--- config.mk ---
export PLATFORM = sky130hd
export DESIGN_NAME = topus_upwind_advection_step
export DESIGN_NICKNAME = d
export VERILOG_FILES = /design/src/rtl/tuas_pkg.sv /design/src/rtl/tuas_div.sv /design/src/rtl/tuas_mul.sv /design/src/rtl/tuas_dp.sv /design/src/rtl/tuas_ctrl.sv /design/src/rtl/topus_upwind_advection_step.sv
export SDC_FILE = /design/constraint.sdc
export NUM_CORES = 2
export LEC_CHECK = 0
export BUFFER_PORTS_ARGS = -buffer_cell sky130_fd_sc_hd__buf_4
export CORE_MARGIN = 4
export CORE_UTILIZATION = 70
export CTS_CLUSTER_SIZE = 16
export DETAILED_ROUTE_END_ITERATION = 8
export GPL_TIMING_DRIVEN = 0
export PLACE_DENSITY = 0.92
export REMOVE_ABC_BUFFERS = 1
export SLEW_MARGIN = 20
export SYNTH_ARGS = -nofsm -noshare
export SYNTH_HDL_FRONTEND = slang
export SYNTH_HIERARCHICAL = 1
export SYNTH_SLANG_ARGS = --single-unit
--- constraint.sdc ---
create_clock -name clk -period 11.9 [get_ports clk]
set_input_delay 2.38 -clock clk [delete_from_list [all_inputs] [get_ports clk]]
set_output_delay 2.38 -clock clk [all_outputs]
set_load 0.02 [all_outputs]
--- src/rtl/tuas_pkg.sv ---
// Shared types and constants for the TOPUS upwind advection step.
// Used by every module under rtl/ except tuas_div; depends on nothing.
package tuas_pkg;

    localparam int SAMPLE_WIDTH_DEF  = 24;
    localparam int FRACTION_BITS_DEF = 20;

    localparam int COURANT_WIDTH = 17;
    localparam int COURANT_FRAC  = 16;
    localparam logic [COURANT_WIDTH-1:0] COURANT_RESET = 17'd3277;
    localparam logic MODE_RESET = 1'b1;

    localparam int CFG_INDEX_WIDTH = 1;
    localparam int CFG_DATA_WIDTH  = COURANT_WIDTH;

    // bits of the multiplier operand consumed per cycle
    localparam int MUL_DIGIT = 16;

    // row position codes
    localparam logic [1:0] POS_START  = 2'd0;
    localparam logic [1:0] POS_FIRST  = 2'd1;
    localparam logic [1:0] POS_SECOND = 2'd2;
    localparam logic [1:0] POS_MAX    = 2'd3;

    typedef enum logic [CFG_INDEX_WIDTH-1:0] {
        REG_COURANT     = 1'b0,
        REG_SCHEME_MODE = 1'b1
    } cfg_reg_t;

    typedef enum logic [2:0] {
        ST_IDLE,
        ST_CHECK,
        ST_DIV,
        ST_MGO,
        ST_MWAIT,
        ST_POLY,
        ST_EMIT,
        ST_FIN
    } state_t;

    typedef enum logic [2:0] {
        MUL_U2,
        MUL_U3,
        MUL_U4,
        MUL_FACE,
        MUL_FLUX
    } mul_op_t;

    typedef enum logic [1:0] {
        OUT_CENTER,
        OUT_RESULT,
        OUT_INPUT
    } out_sel_t;

    typedef struct packed {
        logic     capture;
        logic     div_start;
        logic     mul_start;
        mul_op_t  mul_op;
        logic     poly_load;
        logic     face_pass;
        logic     out_load;
        out_sel_t out_sel;
        logic     advance;
    } cmd_t;

    typedef struct packed {
        logic [1:0] pos;
        logic       last;
        logic       skip;
        logic       div_valid;
        logic       mul_valid;
        logic       out_free;
    } status_t;

endpackage

--- src/rtl/tuas_div.sv ---
// Restoring divider, one quotient bit per cycle, for the limiter ratio.
// Standalone; needs no package.
module tuas_div #(
    parameter int MAG_WIDTH = 24,
    parameter int QUO_WIDTH = 21
) (
    input  logic                 clk,
    input  logic                 rst_n,
    input  logic                 start,
    input  logic [MAG_WIDTH-1:0] num,
    input  logic [MAG_WIDTH-1:0] den,
    output logic [QUO_WIDTH-1:0] quo,
    output logic                 valid
);

    localparam int CNT_W = $clog2(QUO_WIDTH);
    localparam logic [CNT_W-1:0] CNT_LAST = CNT_W'(QUO_WIDTH - 1);

    logic                 busy_reg;
    logic                 valid_reg;
    logic [CNT_W-1:0]     cnt_reg;
    logic [MAG_WIDTH:0]   rem_reg;
    logic [MAG_WIDTH-1:0] den_reg;
    logic [QUO_WIDTH-1:0] quo_reg;

    logic [MAG_WIDTH:0]   shifted;
    logic                 ge;

    // first step compares without a shift (integer bit of the ratio)
    always_comb
    begin
        shifted = (cnt_reg == '0) ? rem_reg : {rem_reg[MAG_WIDTH-1:0], 1'b0};
        ge      = shifted >= {1'b0, den_reg};
    end

    always_ff @(posedge clk or negedge rst_n)
    begin
        if (!rst_n)
        begin
            busy_reg  <= 1'b0;
            valid_reg <= 1'b0;
            cnt_reg   <= '0;
        end
        else
        begin
            valid_reg <= 1'b0;
            if (start)
            begin
                busy_reg <= 1'b1;
                cnt_reg  <= '0;
            end
            else if (busy_reg)
            begin
                if (cnt_reg == CNT_LAST)
                begin
                    busy_reg  <= 1'b0;
                    valid_reg <= 1'b1;
                end
                else
                begin
                    cnt_reg <= cnt_reg + 1'b1;
                end
            end
        end
    end

    always_ff @(posedge clk)
    begin
        if (start)
        begin
            rem_reg <= {1'b0, num};
            den_reg <= den;
            quo_reg <= '0;
        end
        else if (busy_reg)
        begin
            rem_reg <= ge ? (shifted - {1'b0, den_reg}) : shifted;
            quo_reg <= {quo_reg[QUO_WIDTH-2:0], ge};
        end
    end

    assign quo   = quo_reg;
    assign valid = valid_reg;

endmodule

--- src/rtl/tuas_mul.sv ---
// Digit-serial signed-by-unsigned multiplier, MUL_DIGIT bits of b per cycle.
// Depends on tuas_pkg.
module tuas_mul #(
    parameter int A_WIDTH = 25,
    parameter int B_WIDTH = 21
) (
    input  logic                                clk,
    input  logic                                rst_n,
    input  logic                                start,
    input  logic signed [A_WIDTH-1:0]           a,
    input  logic [B_WIDTH-1:0]                  b,
    output logic signed [A_WIDTH+B_WIDTH-1:0]   prod,
    output logic                                valid
);
    import tuas_pkg::*;

    localparam int ND    = (B_WIDTH + MUL_DIGIT - 1) / MUL_DIGIT;
    localparam int BP    = ND * MUL_DIGIT;
    localparam int PW    = A_WIDTH + BP;
    localparam int XW    = A_WIDTH + MUL_DIGIT + 1;
    localparam int CNT_W = (ND > 1) ? $clog2(ND) : 1;
    localparam logic [CNT_W-1:0] CNT_LAST = CNT_W'(ND - 1);

    logic                      busy_reg;
    logic                      valid_reg;
    logic [CNT_W-1:0]          cnt_reg;
    logic signed [A_WIDTH-1:0] a_reg;
    logic [BP-1:0]             b_reg;
    logic signed [PW-1:0]      acc_reg;

    logic [MUL_DIGIT-1:0]      digit;
    logic signed [XW-1:0]      a_x;
    logic signed [XW-1:0]      d_x;
    logic signed [XW-1:0]      part;

    // most significant digit first: acc = acc * 2^DIGIT + a * digit
    always_comb
    begin
        digit = b_reg[BP-1 -: MUL_DIGIT];
        a_x   = XW'(a_reg);
        d_x   = XW'({1'b0, digit});
        part  = a_x * d_x;
    end

    always_ff @(posedge clk or negedge rst_n)
    begin
        if (!rst_n)
        begin
            busy_reg  <= 1'b0;
            valid_reg <= 1'b0;
            cnt_reg   <= '0;
        end
        else
        begin
            valid_reg <= 1'b0;
            if (start)
            begin
                busy_reg <= 1'b1;
                cnt_reg  <= '0;
            end
            else if (busy_reg)
            begin
                if (cnt_reg == CNT_LAST)
                begin
                    busy_reg  <= 1'b0;
                    valid_reg <= 1'b1;
                end
                else
                begin
                    cnt_reg <= cnt_reg + 1'b1;
                end
            end
        end
    end

    always_ff @(posedge clk)
    begin
        if (start)
        begin
            a_reg   <= a;
            b_reg   <= BP'(b);
            acc_reg <= '0;
        end
        else if (busy_reg)
        begin
            acc_reg <= (acc_reg <<< MUL_DIGIT) + PW'(part);
            b_reg   <= b_reg << MUL_DIGIT;
        end
    end

    assign prod  = acc_reg[A_WIDTH+B_WIDTH-1:0];
    assign valid = valid_reg;

endmodule

--- src/rtl/tuas_dp.sv ---
// Datapath: row state, config registers, ratio divider, shared multiplier,
// limiter polynomial, saturation and the output register. Uses tuas_pkg,
// tuas_div and tuas_mul.
module tuas_dp #(
    parameter int SAMPLE_WIDTH  = tuas_pkg::SAMPLE_WIDTH_DEF,
    parameter int FRACTION_BITS = tuas_pkg::FRACTION_BITS_DEF
) (
    input  logic                                 clk,
    input  logic                                 rst_n,
    input  tuas_pkg::cmd_t                       cmd,
    output tuas_pkg::status_t                    status,
    input  logic                                 cfg_we,
    input  logic [tuas_pkg::CFG_INDEX_WIDTH-1:0] cfg_index,
    input  logic [tuas_pkg::CFG_DATA_WIDTH-1:0]  cfg_data,
    input  logic [SAMPLE_WIDTH-1:0]              in_sample,
    input  logic                                 in_last,
    output logic                                 out_valid,
    input  logic                                 out_ready,
    output logic [SAMPLE_WIDTH-1:0]              out_sample,
    output logic                                 out_last
);
    import tuas_pkg::*;

    localparam int SW  = SAMPLE_WIDTH;
    localparam int FB  = FRACTION_BITS;
    localparam int DW  = SW + 1;                 // differences
    localparam int QW  = FB + 1;                 // ratio, powers, f: 0..1
    localparam int AW  = (DW > FB + 2) ? DW : FB + 2;
    localparam int BW  = (QW > COURANT_WIDTH) ? QW : COURANT_WIDTH;
    localparam int PRW = AW + BW;
    localparam int PFW = FB + 4;                 // polynomial before clamp
    localparam int TW  = SW + 3;                 // flux term
    localparam int YW  = SW + 4;                 // result before saturation

    localparam logic signed [YW-1:0]  Y_MAX = YW'((64'sd1 <<< (SW - 1)) - 64'sd1);
    localparam logic signed [YW-1:0]  Y_MIN = -Y_MAX - YW'(1);
    localparam logic signed [PFW-1:0] F_ONE = PFW'(1) <<< FB;

    // config
    logic [COURANT_WIDTH-1:0] courant_reg;
    logic                     mode_reg;

    // row state
    logic signed [SW-1:0] sp1_reg;   // centre sample c
    logic signed [SW-1:0] sp2_reg;   // left sample l
    logic signed [SW-1:0] pf_reg;    // previous face value
    logic [1:0]           pos_reg;

    // per-item working registers
    logic signed [SW-1:0] x_reg;
    logic                 last_reg;
    logic signed [DW-1:0] n_reg;     // c - l
    logic signed [DW-1:0] d_reg;     // r - l
    logic [QW-1:0]        u_reg;
    logic [QW-1:0]        pw_reg;    // running power of u
    logic [QW-1:0]        u3_reg;
    logic [QW-1:0]        f_reg;
    logic signed [SW-1:0] uf_reg;
    logic signed [SW-1:0] y_reg;

    // output register
    logic                 out_valid_reg;
    logic [SW-1:0]        out_data_reg;
    logic                 out_last_reg;

    logic                 skip;
    logic                 d_zero;
    logic                 d_neg;
    logic                 n_neg;
    logic signed [DW-1:0] n_abs;
    logic signed [DW-1:0] d_abs;
    logic [QW-1:0]        div_quo;
    logic                 div_valid;

    logic signed [AW-1:0]  mul_a;
    logic [BW-1:0]         mul_b;
    logic signed [PRW-1:0] mul_prod;
    logic                  mul_valid;
    logic signed [DW-1:0]  diff;

    logic signed [PRW-1:0] prod_sh;
    logic signed [PRW-1:0] flux_sh;
    logic signed [DW-1:0]  fd;
    logic signed [DW-1:0]  uf_sum;
    logic signed [TW-1:0]  flux_t;
    logic signed [YW-1:0]  y_full;
    logic signed [SW-1:0]  y_sat;

    logic signed [PFW-1:0] p_u;
    logic signed [PFW-1:0] p_u3;
    logic signed [PFW-1:0] p_u4;
    logic signed [PFW-1:0] f_raw;
    logic [QW-1:0]         f_clamp;

    logic                  out_free;

    // ratio test: face falls back to the centre sample
    always_comb
    begin
        d_zero = (d_reg == '0);
        d_neg  = d_reg[DW-1];
        n_neg  = n_reg[DW-1];
        skip   = d_zero
              || (!d_neg && (n_neg || (n_reg > d_reg)))
              || (d_neg && ((!n_neg && (n_reg != '0)) || (n_reg < d_reg)));
        n_abs  = n_neg ? -n_reg : n_reg;
        d_abs  = d_neg ? -d_reg : d_reg;
    end

    tuas_div #(
        .MAG_WIDTH (SW),
        .QUO_WIDTH (QW)
    ) u_div (
        .clk   (clk),
        .rst_n (rst_n),
        .start (cmd.div_start),
        .num   (n_abs[SW-1:0]),
        .den   (d_abs[SW-1:0]),
        .quo   (div_quo),
        .valid (div_valid)
    );

    // operand select for the shared multiplier
    always_comb
    begin
        if ((pos_reg == POS_SECOND) || !mode_reg)
            diff = n_reg;
        else
            diff = DW'(uf_reg) - DW'(pf_reg);

        unique case (cmd.mul_op)
            MUL_U2:
            begin
                mul_a = AW'(u_reg);
                mul_b = BW'(u_reg);
            end
            MUL_U3, MUL_U4:
            begin
                mul_a = AW'(pw_reg);
                mul_b = BW'(u_reg);
            end
            MUL_FACE:
            begin
                mul_a = AW'(d_reg);
                mul_b = BW'(f_reg);
            end
            MUL_FLUX:
            begin
                mul_a = AW'(diff);
                mul_b = BW'(courant_reg);
            end
            default:
            begin
                mul_a = '0;
                mul_b = '0;
            end
        endcase
    end

    tuas_mul #(
        .A_WIDTH (AW),
        .B_WIDTH (BW)
    ) u_mul (
        .clk   (clk),
        .rst_n (rst_n),
        .start (cmd.mul_start),
        .a     (mul_a),
        .b     (mul_b),
        .prod  (mul_prod),
        .valid (mul_valid)
    );

    // product post-processing; shifts of the exact product floor the result
    always_comb
    begin
        prod_sh = mul_prod >>> FB;
        flux_sh = mul_prod >>> COURANT_FRAC;
        fd      = prod_sh[DW-1:0];
        uf_sum  = DW'(sp2_reg) + fd;
        flux_t  = flux_sh[TW-1:0];
        y_full  = YW'(sp1_reg) - YW'(flux_t);
        if (y_full > Y_MAX)
            y_sat = Y_MAX[SW-1:0];
        else if (y_full < Y_MIN)
            y_sat = Y_MIN[SW-1:0];
        else
            y_sat = y_full[SW-1:0];
    end

    // f(u) = 2u^4 - 3u^3 + 2u, clamped to 0..1
    always_comb
    begin
        p_u   = PFW'(u_reg);
        p_u3  = PFW'(u3_reg);
        p_u4  = PFW'(pw_reg);
        f_raw = (p_u4 <<< 1) - (p_u3 + (p_u3 <<< 1)) + (p_u <<< 1);
        if (f_raw[PFW-1])
            f_clamp = '0;
        else if (f_raw > F_ONE)
            f_clamp = F_ONE[QW-1:0];
        else
            f_clamp = f_raw[QW-1:0];
    end

    assign out_free = !out_valid_reg || out_ready;

    // config and row state
    always_ff @(posedge clk or negedge rst_n)
    begin
        if (!rst_n)
        begin
            courant_reg <= COURANT_RESET;
            mode_reg    <= MODE_RESET;
            sp1_reg     <= '0;
            sp2_reg     <= '0;
            pf_reg      <= '0;
            pos_reg     <= POS_START;
        end
        else
        begin
            if (cfg_we)
            begin
                unique case (cfg_index)
                    REG_COURANT:     courant_reg <= cfg_data[COURANT_WIDTH-1:0];
                    REG_SCHEME_MODE: mode_reg    <= cfg_data[0];
                    default:         ;
                endcase
            end
            if (cmd.advance)
            begin
                if (last_reg)
                begin
                    sp1_reg <= '0;
                    sp2_reg <= '0;
                    pf_reg  <= '0;
                    pos_reg <= POS_START;
                end
                else
                begin
                    sp2_reg <= sp1_reg;
                    sp1_reg <= x_reg;
                    if (pos_reg >= POS_SECOND)
                        pf_reg <= uf_reg;
                    if (pos_reg != POS_MAX)
                        pos_reg <= pos_reg + 2'd1;
                end
            end
        end
    end

    // working registers
    always_ff @(posedge clk)
    begin
        if (cmd.capture)
        begin
            x_reg    <= $signed(in_sample);
            last_reg <= in_last;
            n_reg    <= DW'(sp1_reg) - DW'(sp2_reg);
            d_reg    <= DW'($signed(in_sample)) - DW'(sp2_reg);
        end
        if (div_valid)
            u_reg <= div_quo;
        if (cmd.poly_load)
            f_reg <= f_clamp;
        if (cmd.face_pass)
            uf_reg <= sp1_reg;
        if (mul_valid)
        begin
            unique case (cmd.mul_op)
                MUL_U2:   pw_reg <= prod_sh[QW-1:0];
                MUL_U3:
                begin
                    pw_reg <= prod_sh[QW-1:0];
                    u3_reg <= prod_sh[QW-1:0];
                end
                MUL_U4:   pw_reg <= prod_sh[QW-1:0];
                MUL_FACE: uf_reg <= uf_sum[SW-1:0];
                MUL_FLUX: y_reg  <= y_sat;
                default:  ;
            endcase
        end
    end

    // output register
    always_ff @(posedge clk or negedge rst_n)
    begin
        if (!rst_n)
            out_valid_reg <= 1'b0;
        else if (cmd.out_load)
            out_valid_reg <= 1'b1;
        else if (out_ready)
            out_valid_reg <= 1'b0;
    end

    always_ff @(posedge clk)
    begin
        if (cmd.out_load)
        begin
            unique case (cmd.out_sel)
                OUT_CENTER:
                begin
                    out_data_reg <= sp1_reg;
                    out_last_reg <= 1'b0;
                end
                OUT_RESULT:
                begin
                    out_data_reg <= y_reg;
                    out_last_reg <= 1'b0;
                end
                OUT_INPUT:
                begin
                    out_data_reg <= x_reg;
                    out_last_reg <= 1'b1;
                end
                default:
                begin
                    out_data_reg <= y_reg;
                    out_last_reg <= 1'b0;
                end
            endcase
        end
    end

    assign out_valid  = out_valid_reg;
    assign out_sample = out_data_reg;
    assign out_last   = out_last_reg;

    always_comb
    begin
        status.pos       = pos_reg;
        status.last      = last_reg;
        status.skip      = skip;
        status.div_valid = div_valid;
        status.mul_valid = mul_valid;
        status.out_free  = out_free;
    end

`ifndef SYNTHESIS
    a_out_load_free: assert property (@(posedge clk) disable iff (!rst_n)
        cmd.out_load |-> out_free)
        else $error("result loaded over an untaken beat");

    a_div_not_skipped: assert property (@(posedge clk) disable iff (!rst_n)
        cmd.div_start |-> !skip)
        else $error("divider started on a fallback face");

    a_units_exclusive: assert property (@(posedge clk) disable iff (!rst_n)
        !(div_valid && mul_valid))
        else $error("divider and multiplier finished together");

    a_row_end_clears: assert property (@(posedge clk) disable iff (!rst_n)
        (cmd.advance && last_reg) |=> (pos_reg == POS_START))
        else $error("row position not cleared after row end");
`endif

endmodule

--- src/rtl/tuas_ctrl.sv ---
// Controller: sequences capture, ratio divide, multiplies and result beats.
// Depends on tuas_pkg.
module tuas_ctrl (
    input  logic              clk,
    input  logic              rst_n,
    input  logic              in_valid,
    output logic              in_ready,
    input  tuas_pkg::status_t status,
    output tuas_pkg::cmd_t    cmd
);
    import tuas_pkg::*;

    state_t  state_reg;
    state_t  state_next;
    mul_op_t op_reg;
    mul_op_t op_next;

    always_ff @(posedge clk or negedge rst_n)
    begin
        if (!rst_n)
        begin
            state_reg <= ST_IDLE;
            op_reg    <= MUL_U2;
        end
        else
        begin
            state_reg <= state_next;
            op_reg    <= op_next;
        end
    end

    always_comb
    begin
        state_next  = state_reg;
        op_next     = op_reg;
        in_ready    = 1'b0;
        cmd         = '0;
        cmd.mul_op  = op_reg;
        cmd.out_sel = OUT_RESULT;

        unique case (state_reg)
            ST_IDLE:
            begin
                in_ready = 1'b1;
                if (in_valid)
                begin
                    cmd.capture = 1'b1;
                    if (status.pos == POS_START)
                        state_next = ST_FIN;
                    else if (status.pos == POS_FIRST)
                        state_next = ST_EMIT;
                    else
                        state_next = ST_CHECK;
                end
            end
            ST_CHECK:
            begin
                if (status.skip)
                begin
                    cmd.face_pass = 1'b1;
                    op_next       = MUL_FLUX;
                    state_next    = ST_MGO;
                end
                else
                begin
                    cmd.div_start = 1'b1;
                    state_next    = ST_DIV;
                end
            end
            ST_DIV:
            begin
                if (status.div_valid)
                begin
                    op_next    = MUL_U2;
                    state_next = ST_MGO;
                end
            end
            ST_MGO:
            begin
                cmd.mul_start = 1'b1;
                state_next    = ST_MWAIT;
            end
            ST_MWAIT:
            begin
                if (status.mul_valid)
                begin
                    unique case (op_reg)
                        MUL_U2:
                        begin
                            op_next    = MUL_U3;
                            state_next = ST_MGO;
                        end
                        MUL_U3:
                        begin
                            op_next    = MUL_U4;
                            state_next = ST_MGO;
                        end
                        MUL_U4:   state_next = ST_POLY;
                        MUL_FACE:
                        begin
                            op_next    = MUL_FLUX;
                            state_next = ST_MGO;
                        end
                        MUL_FLUX: state_next = ST_EMIT;
                        default:  state_next = ST_IDLE;
                    endcase
                end
            end
            ST_POLY:
            begin
                cmd.poly_load = 1'b1;
                op_next       = MUL_FACE;
                state_next    = ST_MGO;
            end
            ST_EMIT:
            begin
                cmd.out_sel = (status.pos == POS_FIRST) ? OUT_CENTER : OUT_RESULT;
                if (status.out_free)
                begin
                    cmd.out_load = 1'b1;
                    state_next   = ST_FIN;
                end
            end
            ST_FIN:
            begin
                if (status.last)
                begin
                    cmd.out_sel = OUT_INPUT;
                    if (status.out_free)
                    begin
                        cmd.out_load = 1'b1;
                        cmd.advance  = 1'b1;
                        state_next   = ST_IDLE;
                    end
                end
                else
                begin
                    cmd.advance = 1'b1;
                    state_next  = ST_IDLE;
                end
            end
            default:
            begin
                state_next = ST_IDLE;
            end
        endcase
    end

endmodule

--- src/rtl/topus_upwind_advection_step.sv ---
// Top level of the TOPUS third-order upwind advection step, streaming form.
// Depends on tuas_pkg, tuas_ctrl and tuas_dp (which holds tuas_div, tuas_mul).
//
//  channel   dir  beat contents (lowest bit first)
//  --------  ---  --------------------------------------------------------
//  s_axis    in   tdata: old_sample (Q3.20, signed), zero pad; tlast: row_end
//  m_axis    out  tdata: new_sample (Q3.20, signed), zero pad; tlast: row_done
//  cfg       in   cfg_index 0 courant (U1.16), 1 scheme_mode; write on cfg_we
//
// One input beat at a time. A first sample of a row only updates the row state;
// a second sample emits the centre sample as the left boundary. An interior
// sample with a limited face runs the bit-serial ratio divider and then five
// passes through the shared digit-serial multiplier. A face falling back to the
// centre skips the divider and takes a single multiplier pass for the flux.
// Row end adds one beat (the last sample with row_done). Reset clears the
// row state and loads courant = 3277, scheme_mode = 1. The output register
// lets the next beat be taken while a result waits; the block only stalls
// when a second result is due and the first is still untaken.
module topus_upwind_advection_step #(
    parameter int SAMPLE_WIDTH  = tuas_pkg::SAMPLE_WIDTH_DEF,
    parameter int FRACTION_BITS = tuas_pkg::FRACTION_BITS_DEF
) (
    input  logic                                    clk,
    input  logic                                    rst_n,
    // slave side
    input  logic                                    s_axis_tvalid,
    output logic                                    s_axis_tready,
    input  logic [((SAMPLE_WIDTH+7)/8)*8-1:0]       s_axis_tdata,  // old_sample
    input  logic                                    s_axis_tlast,  // row_end
    // master side
    output logic                                    m_axis_tvalid,
    input  logic                                    m_axis_tready,
    output logic [((SAMPLE_WIDTH+7)/8)*8-1:0]       m_axis_tdata,  // new_sample
    output logic                                    m_axis_tlast,  // row_done
    // configuration writes
    input  logic                                    cfg_we,
    input  logic [tuas_pkg::CFG_INDEX_WIDTH-1:0]    cfg_index,
    input  logic [tuas_pkg::CFG_DATA_WIDTH-1:0]     cfg_data
);
    import tuas_pkg::*;

    localparam int TDATA_WIDTH = ((SAMPLE_WIDTH + 7) / 8) * 8;

    cmd_t                    cmd;
    status_t                 status;
    logic [SAMPLE_WIDTH-1:0] out_sample;

    tuas_ctrl u_ctrl (
        .clk      (clk),
        .rst_n    (rst_n),
        .in_valid (s_axis_tvalid),
        .in_ready (s_axis_tready),
        .status   (status),
        .cmd      (cmd)
    );

    tuas_dp #(
        .SAMPLE_WIDTH  (SAMPLE_WIDTH),
        .FRACTION_BITS (FRACTION_BITS)
    ) u_dp (
        .clk        (clk),
        .rst_n      (rst_n),
        .cmd        (cmd),
        .status     (status),
        .cfg_we     (cfg_we),
        .cfg_index  (cfg_index),
        .cfg_data   (cfg_data),
        .in_sample  (s_axis_tdata[SAMPLE_WIDTH-1:0]),
        .in_last    (s_axis_tlast),
        .out_valid  (m_axis_tvalid),
        .out_ready  (m_axis_tready),
        .out_sample (out_sample),
        .out_last   (m_axis_tlast)
    );

    // pad bits above the sample are zero
    assign m_axis_tdata = TDATA_WIDTH'(out_sample);

endmodule

==> impl_metrics.env <==
export IMPL_min_path_type="reg -> reg"
export IMPL_fmax_mhz=134.4
export IMPL_grt_antenna_before_repair=4
export IMPL_startpoint_type="register"
export IMPL_routed_via_density=6.444
export IMPL_drv_cap=0
export IMPL_grt_usage_pct=37.66
export IMPL_syn_area_sq_um=48060
export IMPL_cts_tree="yes"
export IMPL_grt_met1_usage_pct=44.89
export IMPL_io_pins=75
export IMPL_core_sq_um=67630
export IMPL_rows=95
export IMPL_rrSetupSlack_ns=4.46
export IMPL_grt_pass1_wl_um=215800
export IMPL_status="finished clean"
export IMPL_required_ns=12.39
export IMPL_cts_buffers=54
export IMPL_timing_final_crit_share_pct=62.50
export IMPL_min_from="u_dp/u_div/quo[10]"
export IMPL_fin_crit_ns=7.438
export IMPL_drtIter0Drc=4485
export IMPL_io_buffer_count=74
export IMPL_nFillCells=4214
export IMPL_yosys_warnings=6
export IMPL_via_count=37700
export IMPL_nets=5794
export IMPL_path_max_fanout=25
export IMPL_dieHeight_um=270.0
export IMPL_hpwl_um=106900
export IMPL_path_class="reg -> reg"
export IMPL_cts_root_buf="clkbuf_16"
export IMPL_drv_slew=0
export IMPL_cts_path_max_buffers=3
export IMPL_clkSlewWorstSetupHoldPaths_ns=0.06
export IMPL_cts_hold_repair_buffers=0
export IMPL_wl_um=137600
export IMPL_endpoint_kind="register"
export IMPL_max_slew_margin_pct=19.21
export IMPL_tightest_slew_ns=1.210
export IMPL_grt_overflow_total=0
export IMPL_syn_area_per_cell_sq_um=9.709
export IMPL_wl_per_cell_um=23.51
export IMPL_cts_resized=0
export IMPL_cts_sinks=512
export IMPL_clk_latency_ns=0.62
export IMPL_register_area_sq_um=13840
export IMPL_synthCells=4950
export IMPL_start_util_pct=71.06
export IMPL_grt_pass1_vias=39510
export IMPL_top_usage_layer="met2"
export IMPL_largest_reg_flops=44
export IMPL_multi_input_area_sq_um=30180
export IMPL_met3_usage_pct=7.098
export IMPL_postCtsSetupRepairBufs=0
export IMPL_drive_gt1_share_pct=7.314
export IMPL_setup_tns_ns=0
export IMPL_htree_num_levels=2
export IMPL_dr_pass1_iters=7
export IMPL_grt_max_degree=60
export IMPL_die_x_um=270.0
export IMPL_crit_start="u_dp/u_mul/b_reg[18]"
export IMPL_rsz0062_at_grt="false"
export IMPL_skew_ns=0.02537
export IMPL_setup_viol=0
export IMPL_ant_nets=0
export IMPL_drc=0
export IMPL_syn_to_final_growth_pct=6.970
export IMPL_grtUsageMet2_pct=62.79
export IMPL_gp_congestion=1.033
export IMPL_hold_viol=0
export IMPL_dieArea_sq_um=72910
export IMPL_r2r_start="u_dp/u_mul/b_reg[18]"
export IMPL_critPathArrivalTime_ns=7.92
-- worst max-delay path, stage by stage, from the launching register on --
cell,delay (ns)
edfxtp_1,1.03
and2_1,0.27
inv_1,0.09
fa_1,0.62
fa_1,0.88
inv_1,0.13
fa_1,0.52
inv_1,0.05
fa_1,0.57
fa_1,0.46
fa_1,0.53
inv_1,0.05
ha_1,0.35
a21o_1,0.22
a21o_1,0.17
a21oi_1,0.13
o21ai_0,0.13
o211a_1,0.28
o31a_1,0.25
or3_1,0.31
a32o_1,0.26
-- cells in the final DEF (no fill, tap or decap), drive strengths merged, types with 25 or more instances in the layout --
cell type,instances
fa,490
dfrtp,101
a21oi,216
edfxtp,302
o21ai,230
xor2,62
xnor2,147
mux2i,133
ha,323
nor2b,41
nand2,335
nor3,52
a22o,25
clkinv,26
nand3b,52
a21o,113
clkbuf,71
buf,117
nand2b,40
o22ai,31
a31oi,32
and2,292
inv,907
nand3,40
nor2,225
and3,28
o21a,33
or3,26
dfxtp,101
mux2,63
-- path summary, 6_finish.rpt --
kind,endpoint,cells after the start
worst max-delay path,u_dp/u_mul/acc_reg[41],20
worst min-delay path,u_dp/u_reg[10],0
worst max register to register,u_dp/u_mul/acc_reg[41],20
worst min register to register,u_dp/u_reg[10],0
max in group asynchronous,u_dp/u_div/busy_reg,2
min in group asynchronous,u_dp/sp1_reg[20],1
-- metal layers --
metal / up-vias / wire length [um] / part of all wire (%)
li1: 16370 / - / -
met1: 18420 / 47820 / 35
met2: 2240 / 65050 / 47
met3: 673 / 13190 / 9.6
met4: 4 / 11470 / 8.3
met5: - / 31 / 0.023
-- area by class of cell --
cell class	instances	share of cell area [%]
Tap cell	873	2.125
Antenna cell	1	0.004868
Inverter	909	6.642
Timing Repair Buffer	117	2.176
Sequential cell	512	26.92
Clock buffer	71	2.952
Clock inverter	29	0.4819
Multi-Input combinational cell	3339	58.70
-- stage by stage --
stage / setup slack (ns) / utilization (%) / hold WS (ns) / cells / area, sq um
floorplan: 1.719 / - / 0.4076 / 4760 / 47280
global route: 4.289 / 76.01 / 0.4778 / 5850 / 51410
detailed placement: 4.637 / 73.38 / 0.4326 / 5750 / 49630
CTS: 4.582 / 75.99 / 0.4597 / 5850 / 51390
finish: 4.462 / 76.01 / 0.4603 / 5851 / 51410
global placement: -4.989 / 72.35 / 0.4159 / 5707 / 48930
Power is left out: the tool's default activity adds up to more than one toggle a clock period on the data nets, which glitch-free logic cannot reach.
